$ cat src/hdl/bf16as_pkg.sv
// Package for the bfloat16 adder/subtractor: field widths and constants.
// No dependencies.
package bf16as_pkg;
    localparam int WordW  = 16;
    localparam int ExpW   = 8;
    localparam int SigW   = 8;
    localparam int AlW    = 11;
    localparam int ExW    = 16;

    localparam logic [7:0] HiddenBit = 8'h80;
    localparam logic [6:0] FracMask  = 7'h7F;

    typedef enum logic
    {
        OP_ADD = 1'b0,
        OP_SUB = 1'b1
    } op_t;
endpackage

$ cat src/hdl/bfloat16_adder_subtractor_unit.sv
// Top level of the bfloat16 adder/subtractor, a four-stage pipeline.
// Depends on bf16as_pkg.
//
// Usage:
//   Input channel: in_valid/in_ready with operand_a, operand_b, req_type
//   (0 = a + b, 1 = a - b). Output channel: out_valid/out_ready with sum_value.
//   A transfer happens on a rising edge with valid and ready both high.
//   Special encodings (zero, subnormal, inf, NaN) are treated as normal numbers.
//   Output: the result is valid once the item reaches the normalize/pack register
//   and transfers on a rising edge with out_ready high.
//   Throughput: one transfer per cycle while out_ready is high; the four register stages
//   (align, add/sub, round, normalize/pack) each hold one item.
//   Stall: when out_ready is low, a stage holds its item if the stage after
//   it is full and held; bubbles are squeezed out, so in_ready stays high
//   while any stage is empty. Nothing is lost or repeated.
//   Reset: rst_n is asynchronous, active low, and clears all valid bits;
//   the block accepts input as soon as reset is released.
//   The last stage register drives the output ports directly.
//   The normalize step is a priority shift on an 8-bit value.
module bfloat16_adder_subtractor_unit
(
    input  logic                        clk,
    input  logic                        rst_n,
    input  logic                        in_valid,
    output logic                        in_ready,
    input  logic [bf16as_pkg::WordW-1:0] operand_a,
    input  logic [bf16as_pkg::WordW-1:0] operand_b,
    input  logic                        req_type,
    output logic                        out_valid,
    input  logic                        out_ready,
    output logic [bf16as_pkg::WordW-1:0] sum_value
);
    import bf16as_pkg::*;

    logic v1_reg, v2_reg, v3_reg, v4_reg;
    logic en1, en2, en3, en4;

    assign en4 = !v4_reg || out_ready;
    assign en3 = !v3_reg || en4;
    assign en2 = !v2_reg || en3;
    assign en1 = !v1_reg || en2;
    assign in_ready = en1;

    // stage 1: align
    logic [ExpW-1:0] ea, eb, d;
    logic [SigW-1:0] ma, mb, small_sig;
    logic a_gt;
    logic [AlW-1:0] al_small;
    logic [AlW-1:0] xa1_next, xb1_next;
    logic [ExpW-1:0] ex1_next;
    logic sub1_next;

    always_comb
    begin
        ea = operand_a[14:7];
        eb = operand_b[14:7];
        ma = HiddenBit | {1'b0, operand_a[6:0]};
        mb = HiddenBit | {1'b0, operand_b[6:0]};
        a_gt = ea > eb;
        d = a_gt ? ea - eb : eb - ea;
        small_sig = a_gt ? mb : ma;
        case (d)
            8'd0:    al_small = {small_sig, 3'b000};
            8'd1:    al_small = {1'b0, small_sig, 2'b00};
            8'd2:    al_small = {2'b00, small_sig, 1'b0};
            8'd3:    al_small = {3'b000, small_sig};
            8'd4:    al_small = {4'b0, small_sig[7:1]};
            8'd5:    al_small = {5'b0, small_sig[7:2]};
            8'd6:    al_small = {6'b0, small_sig[7:3]};
            8'd7:    al_small = {7'b0, small_sig[7:4]};
            8'd8:    al_small = {8'b0, small_sig[7:5]};
            default: al_small = '0;
        endcase
        xa1_next = a_gt ? {ma, 3'b000} : al_small;
        xb1_next = a_gt ? al_small : {mb, 3'b000};
        ex1_next = a_gt ? ea : eb;
        sub1_next = req_type ^ operand_a[15] ^ operand_b[15];
    end

    logic [AlW-1:0] xa1_reg, xb1_reg;
    logic [ExpW-1:0] ex1_reg;
    logic sub1_reg, sa1_reg, sb1_reg, op1_reg;

    // stage 2: add/sub magnitude
    logic [AlW:0] sig2_next;
    logic sign2_next;
    logic a_big;

    always_comb
    begin
        a_big = xa1_reg > xb1_reg;
        if (sub1_reg)
        begin
            sig2_next = a_big ? {1'b0, xa1_reg - xb1_reg} : {1'b0, xb1_reg - xa1_reg};
            sign2_next = a_big ? sa1_reg : (sb1_reg ^ op1_reg);
        end
        else
        begin
            sig2_next = {1'b0, xa1_reg} + {1'b0, xb1_reg};
            sign2_next = sa1_reg;
        end
    end

    logic [AlW:0] sig2_reg;
    logic sign2_reg, sub2_reg;
    logic [ExpW-1:0] ex2_reg;

    // stage 3: carry fix and round
    logic [AlW-1:0] s3;
    logic [ExW-1:0] e3;
    logic [SigW:0] m3;
    logic [SigW-1:0] sig3_next;
    logic [ExW-1:0] ex3_next;
    logic zero3_next;

    always_comb
    begin
        s3 = sig2_reg[AlW-1:0];
        e3 = {8'b0, ex2_reg};
        if (!sub2_reg && sig2_reg[AlW])
        begin
            s3 = sig2_reg[AlW:1];
            e3 = e3 + 16'd1;
        end
        m3 = {1'b0, s3[10:3]};
        if (s3[2:0] > 3'd4 || (s3[2:0] == 3'd4 && s3[3]))
            m3 = m3 + 9'd1;
        sig3_next = m3[7:0];
        ex3_next = e3;
        if (m3[8])
        begin
            sig3_next = m3[8:1];
            ex3_next = e3 + 16'd1;
        end
        zero3_next = (sig2_reg == '0) || (sub2_reg && m3 == '0);
    end

    logic [SigW-1:0] sig3_reg;
    logic [ExW-1:0] ex3_reg;
    logic zero3_reg, sign3_reg;

    // stage 4: normalize and pack
    logic [2:0] lz;
    logic [SigW-1:0] sn;
    logic [ExW-1:0] en_;
    logic [WordW-1:0] res4_next;

    always_comb
    begin
        lz = 3'd7;
        for (int i = 0; i < 8; i++)
        begin
            if (sig3_reg[i])
                lz = 3'(7 - i);
        end
        sn = sig3_reg << lz;
        en_ = ex3_reg - {13'b0, lz};
        if (zero3_reg)
        begin
            sn = '0;
            en_ = '0;
        end
        if (en_[8])
            res4_next = {sign3_reg, 8'hFF, 7'h00};
        else
            res4_next = {sign3_reg, en_[7:0], sn[6:0]};
    end

    logic [WordW-1:0] res4_reg;

    always_ff @(posedge clk or negedge rst_n)
    begin
        if (!rst_n)
        begin
            v1_reg <= 1'b0;
            v2_reg <= 1'b0;
            v3_reg <= 1'b0;
            v4_reg <= 1'b0;
        end
        else
        begin
            if (en1) v1_reg <= in_valid;
            if (en2) v2_reg <= v1_reg;
            if (en3) v3_reg <= v2_reg;
            if (en4) v4_reg <= v3_reg;
        end
    end

    always_ff @(posedge clk)
    begin
        if (en1 && in_valid)
        begin
            xa1_reg <= xa1_next;
            xb1_reg <= xb1_next;
            ex1_reg <= ex1_next;
            sub1_reg <= sub1_next;
            sa1_reg <= operand_a[15];
            sb1_reg <= operand_b[15];
            op1_reg <= req_type;
        end
        if (en2 && v1_reg)
        begin
            sig2_reg <= sig2_next;
            sign2_reg <= sign2_next;
            sub2_reg <= sub1_reg;
            ex2_reg <= ex1_reg;
        end
        if (en3 && v2_reg)
        begin
            sig3_reg <= sig3_next;
            ex3_reg <= ex3_next;
            zero3_reg <= zero3_next;
            sign3_reg <= sign2_reg;
        end
        if (en4 && v3_reg)
            res4_reg <= res4_next;
    end

    assign out_valid = v4_reg;
    assign sum_value = res4_reg;

    a_hold: assert property (@(posedge clk) disable iff (!rst_n)
        out_valid && !out_ready |=> out_valid && $stable(sum_value))
        else $error("result changed under stall");
    a_ready: assert property (@(posedge clk) disable iff (!rst_n)
        !v1_reg |-> in_ready)
        else $error("input blocked with empty first stage");
    a_flow: assert property (@(posedge clk) disable iff (!rst_n)
        v3_reg && en4 |=> v4_reg)
        else $error("item lost between last stages");
endmodule

$ cat config.mk
export PLATFORM = sky130hd
export DESIGN_NAME = bfloat16_adder_subtractor_unit
export DESIGN_NICKNAME = d
export VERILOG_FILES = /design/src/hdl/bf16as_pkg.sv /design/src/hdl/bfloat16_adder_subtractor_unit.sv
export SDC_FILE = /design/constraint.sdc
export NUM_CORES = 1
export LEC_CHECK = 0
export BUFFER_PORTS_ARGS = -buffer_cell sky130_fd_sc_hd__buf_2
export CAP_MARGIN = 20
export CORE_MARGIN = 5
export CORE_UTILIZATION = 30
export DETAILED_ROUTE_END_ITERATION = 8
export GPL_ROUTABILITY_DRIVEN = 0
export PLACE_DENSITY = 0.52
export SLEW_MARGIN = 0
export SYNTH_ARGS = -nofsm -noshare
export SYNTH_HDL_FRONTEND = slang
export SYNTH_SLANG_ARGS = --single-unit
$ cat constraint.sdc
create_clock -name clk -period 5.7 [get_ports clk]
set_input_delay 1.14 -clock clk [delete_from_list [all_inputs] [get_ports clk]]
set_output_delay 1.14 -clock clk [all_outputs]
set_load 0.05 [all_outputs]
==> results of run 1 <==
## layout make-up
type,instances,area (um^2),area share
multi-input cells,549,3940,0.491
flip-flops and latches,95,2830,0.353
well taps,319,399,0.0497
repair buffers,57,305,0.0380
inverters,66,248,0.0309
clock buffers,9,225,0.0281
clock inverters,7,77.6,0.00967
## kinds of logic (layout without fill, tap and decap cells)
group | count (synthesis) | after routing | share of synthesized area
flip-flops | 95 | 95 | 0.397
multiplexers | 35 | 35 | 0.0505
buffers and inverters | 98 | 139 | 0.0533
AND/OR/NAND/NOR | 209 | 209 | 0.146
XOR/XNOR | 46 | 46 | 0.0564
AO/OA/AOI/OAI | 200 | 200 | 0.188
adder cells (fa/ha/maj) | 59 | 59 | 0.110
## metrics by stage
| step | cell area, um^2 | hold slack, ps | util | setup slack, ps | total power, mW |
|---|---|---|---|---|---|
| floorplan | 7140 | 400 | - | 1710 | 1.66 |
| global placement | 7720 | 405 | 0.329 | 1150 | 1.85 |
| detailed placement | 7720 | 405 | 0.329 | 1080 | 1.85 |
| CTS | 8030 | 423 | 0.342 | 1460 | 2.47 |
| global route | 8030 | 430 | 0.342 | 1140 | 2.62 |
| finish | 8030 | 418 | 0.342 | 1450 | 2.44 |
## layer usage
| metal | share of wire | up-vias | GRT usage |
|---|---|---|---|
| met2 | 0.47 | 89 | 0.193 |
| met4 | 0.017 | 0 | 0.0374 |
| li1 | - | 2726 | - |
| met3 | 0.036 | 18 | 0.0226 |
| met1 | 0.47 | 2355 | 0.149 |
| met5 | 0 | - | 0 |
## cells in the final DEF, fill, tap and decap left out, drive strengths merged, types with 9 or more instances in the layout
cell,n
edfxtp,91
inv,70
buf,57
a21oi,56
nand2,55
nor2,55
ha,53
o21ai,46
xnor2,28
mux2i,27
nor2b,18
xor2,18
nor3,17
a21o,11
nand2b,11
a211oi,11
o21bai,10
and2,9
nand4,9
o211ai,9
a31oi,9
clkbuf,9
## path summary, 6_finish.rpt
kind	depth (start not counted)	from	slack [ps]	to
min in group asynchronous	1	rst_n	570	out_valid$_DFFE_PN0P_
max reg2reg	13	sig3_reg[3]$_DFFE_PP_	1970	sum_value[3]$_SDFFCE_PP0P_
max in group asynchronous	1	rst_n	5010	v2_reg$_DFFE_PN0P_
max	13	operand_a[7]	1450	xb1_reg[5]$_DFFE_PP_
min reg2reg	0	ex1_reg[4]$_DFFE_PP_	420	ex2_reg[4]$_DFFE_PP_
min	0	ex1_reg[4]$_DFFE_PP_	420	ex2_reg[4]$_DFFE_PP_
## where the power goes
group	internal [mW]	switching, mW
Sequential	0.918	0.0889
Clock	0.311	0.295
Combinational	0.320	0.509
==> flow_metrics.tcl, run 1 <==
set metrics [dict create \
    status "complete, no violations" \
    wl_um 14600 \
    synth-seq-cells 95 \
    dieArea_um2 27000 \
    p_leak_nw 3.21 \
    cts_tree "yes" \
    path_buf_inv 3 \
    layout-drive-gt1-share 0.128 \
    ir_drop_mv 0.147 \
    via_per_inst 4.71 \
    die_h_um 164 \
    start_util 0.304 \
    synth_edf_count 91 \
    coreArea_um2 23500 \
    fillers 2383 \
    dp_hpwl_um 11400 \
    async_reset_ff_frac 0.0421 \
    grt_pass1_vias 5206 \
    skew_ps 9.99 \
    fin_cells 1102 \
    dpl.cell_count 1086 \
    cp-start-kind "input pin" \
    synthesis.nets 838 \
    synth_most_common_cell "edfxtp_1" \
    worstPathArrival_ps 4450 \
    max-slew-margin-rel 0.401 \
    die_w_um 164 \
    synthFlopType "edfxtp_1" \
    crit_path_end_kind "register" \
    antenna_left 0 \
    tns_ps 0 \
    rsz0062_at_grt "false" \
    antenna_found_initial 0 \
    drc_errors 0 \
    portBuffers 54 \
    gr-total-overflow 0 \
    n_antenna_cell 0 \
    wl_per_cell_um 13.3 \
    yosysTopAreaCellShare 0.383 \
    crit_path_max_fanout 15 \
    h-tree-depth 3 \
    cp_slowest_cell "fa_1" \
    crit_family "compound AO/OA/AOI/OAI gates" \
    grt_pass1_wl_um 25300 \
    worst_slew_pin_slew_ps 899 \
    clkSinkCount 95 \
    grt_usage 0.115 \
    largest_register_ffs 16 \
    hold_class "register to register" \
    grt_max_degree 47 \
    fin_nets 874 \
    fin_crit_sh 0.746 \
    dr.pass1.iters 5 \
    yosysSeqAreaShare 0.397 \
    avgSynthCellArea_um2 9.63 \
    rows 56 \
    root_buffer "clkbuf_16" \
    crit_chain "buf_2, inv_1, ha_1, inv_1, fa_1, a211o_1, a2111oi_4, or2_1, o21a_1, a31oi_1, or2_1, o32a_1, a21oi_1" \
    initialDrtViolationCount 259 \
    post-route-min-period_ps 4250 \
    max-cap-violations 0 \
    synth_commonest_cells "91 x edfxtp_1, 66 x inv_1, 56 x a21oi_1" \
    ios 55 \
    clk_path_buf_depth 2 \
    cts-buffers-inserted 9 \
    yosysTopAreaCell "edfxtp_1" \
    post_cts_buffers 0 \
    synth.area.top_cells "edfxtp_1 38%, ha_1 9.3%, a21oi_1 3.9%" \
    clock_latency_ps 360 \
    slew_violations 0 \
    synth_cells 742 \
    worstSetupPathType "input pin to register" \
    crit_required_ps 5900 \
    hold_viol 0 \
    ys_types 67 \
    hold_buffers 0 \
    area.growth.synth_to_final_pct 12.4 \
    max_freq_mhz 235 \
    ys_warn_count 0 \
    clk_pin_slew_ps 70 \
    setup_viol 0 \
    cts_resized 0 \
    power_density_nw_per_um2 304 \
    num_vias 5188 \
    cp_slowest_stage_delay_ps 480 \
    synth_area_um2 7140 \
]
Note: power is estimated with default switching activity, not from simulation.
==> run 2, diff against run 1 <==
--- a/config.mk
+++ b/config.mk
@@ -11,7 +11,7 @@
 export CORE_UTILIZATION = 30
 export DETAILED_ROUTE_END_ITERATION = 8
 export GPL_ROUTABILITY_DRIVEN = 0
-export PLACE_DENSITY = 0.52
+export PLACE_DENSITY = 0.53
 export SLEW_MARGIN = 0
 export SYNTH_ARGS = -nofsm -noshare
 export SYNTH_HDL_FRONTEND = slang
==> constraint.sdc (replaced) <==
create_clock -name clk -period 3.4 [get_ports clk]
set_input_delay 0.68 -clock clk [delete_from_list [all_inputs] [get_ports clk]]
set_output_delay 0.68 -clock clk [all_outputs]
set_load 0.05 [all_outputs]
==> flow_metrics.tcl, run 2 (synthesis gave the netlist of run 1 again) <==
set metrics [dict create \
    status "complete, but fails checks" \
    violations "negative setup slack" \
    max-cap-violations 0 \
    crit_required_ps 3500 \
    tns_ps -289 \
    largest_register_ffs 16 \
    worstSetupPathType "input pin to register" \
    max_freq_mhz 286 \
    hold_viol 0 \
    clk_path_buf_depth 2 \
    utilization 0.377 \
    clkSinkCount 95 \
    internal_power_mw 2.75 \
    power_mw 4.30 \
    crit_path_max_fanout 8 \
    cp-start-kind "input pin" \
    power.share.switching 0.362 \
    hold_buffers 0 \
    h-tree-depth 3 \
    setup_viol 6 \
    power_density_nw_per_um2 486 \
    cts_tree "yes" \
    fin_crit_sh 1.03 \
    comb_power_share 0.378 \
    worstPathArrival_ps 3590 \
    fillers 2358 \
    crit_path_end_kind "register" \
    die_w_um 164 \
    worst_slew_pin_slew_ps 903 \
    antenna_found_initial 0 \
    area.growth.synth_to_final_pct 24.0 \
    start_util 0.304 \
    layout_common_cells "91 x edfxtp_1, 79 x buf_4, 64 x inv_1" \
    r2r_slack_ps 330 \
    rsz0062_at_grt "true" \
    layout-drive-gt1-share 0.252 \
    wl_per_cell_um 13.3 \
    seq_power_share 0.392 \
    placed_cell_area_um2 8220 \
    via_per_inst 4.70 \
    grt_pass1_vias 5319 \
    antenna_left 0 \
    num_vias 5565 \
    clock_latency_ps 350 \
    gr-total-overflow 0 \
    fin_nets 955 \
    dp_hpwl_um 12100 \
    hold_ws_ps 116 \
    portBuffers 54 \
    slew_violations 0 \
    fin_cells 1183 \
    wl_um 15700 \
    fin_area_um2 8850 \
    root_buffer "clkbuf_16" \
    post-route-min-period_ps 3490 \
    n_antenna_cell 0 \
    grt_usage 0.115 \
    pre_cts_ws_ps -334 \
    max-slew-margin-rel 0.398 \
    switchingPower_mw 1.56 \
    coreArea_um2 23500 \
    die_h_um 164 \
    dieArea_um2 27000 \
    dpl.cell_count 1153 \
    p_leak_nw 3.64 \
    initialDrtViolationCount 243 \
    fin_ws_ps -94.4 \
    r2r_start "xa1_reg[1]$_SDFFCE_PP0P_" \
    cts-buffers-inserted 9 \
    pwr-share-clk 0.230 \
    mostFrequentLayoutCell "edfxtp_1" \
    grt_max_degree 35 \
    hold_class "input pin to asynchronous set/reset pin" \
    grt_pass1_wl_um 25200 \
    r2r_cells 11 \
    clk_pin_slew_ps 70 \
    ir_drop_mv 0.245 \
    drc_errors 0 \
    reg2reg_to "sig2_reg[10]$_DFFE_PP_" \
    rows 56 \
    dr.pass1.iters 4 \
    skew_ps 4.59 \
    ios 55 \
]
[run 2: changes by cell type in the layout (fill, tap and decap cells not counted), sizes merged]
cell / before / now
o31ai: 5 / 6
clkinv: 2 / 3
buf: 57 / 137
inv: 70 / 69
[run 2: repair_timing]
item | CTS | global route
setup endpoints to repair | 0 | 22
buffers inserted | 0 | 13
gates resized for setup | 0 | 56
[run 2: power groups by stage]
| stage | clock network (mW) | registers, mW | logic [mW] |
|---|---|---|---|
| after floorplan | 0 | 1.78 | 1.01 |
| after global placement | 0 | 1.71 | 1.52 |
| after detailed placement | 0 | 1.71 | 1.52 |
| after CTS | 1.03 | 1.69 | 1.53 |
| after global routing | 1.09 | 1.72 | 1.80 |
| final | 0.990 | 1.69 | 1.63 |
[run 2: worst max-delay path by stage]
stage / endpoint / startpoint
3_3_place_gp: xa1_reg[0]$_SDFFCE_PP0P_ / operand_a[7]
3_5_place_dp: xb1_reg[0]$_SDFFCE_PN0P_ / operand_a[7]
2_1_floorplan: xb1_reg[2]$_SDFFCE_PN0P_ / operand_a[7]
6_report: xa1_reg[2]$_SDFFCE_PP0P_ / operand_a[7]
5_1_grt: xa1_reg[2]$_SDFFCE_PP0P_ / operand_a[7]
4_1_cts: xb1_reg[0]$_SDFFCE_PN0P_ / operand_a[7]
[run 2: layout make-up]
class                      count  area (um^2)  share of cell area
multi-input combinational    550         4160               0.470
timing repair buffer         137          915               0.103
sequential                    95         2830               0.320
clock inverter                 7         75.1             0.00848
tap                          319          399              0.0451
inverter                      66          250              0.0283
clock buffer                   9          225              0.0254
[run 2: layer usage]
metal,share of wire,vias to the layer above,global-route usage
li1,-,2904,-
met1,0.45,2521,0.143
met2,0.49,117,0.198
met3,0.039,23,0.0236
met4,0.019,0,0.0416
met5,0,-,0
[run 2: critical path, stage by stage]
cell	delay (ps)
buf_6	100
inv_4	40
ha_4	120
inv_2	40
fa_2	400
a211o_1	350
a2111oi_4	340
buf_4	210
o31ai_4	130
a211oi_2	290
a21oi_2	70
buf_4	140
a21oi_2	190
nor3_4	70
a311oi_2	310
nor2_1	90
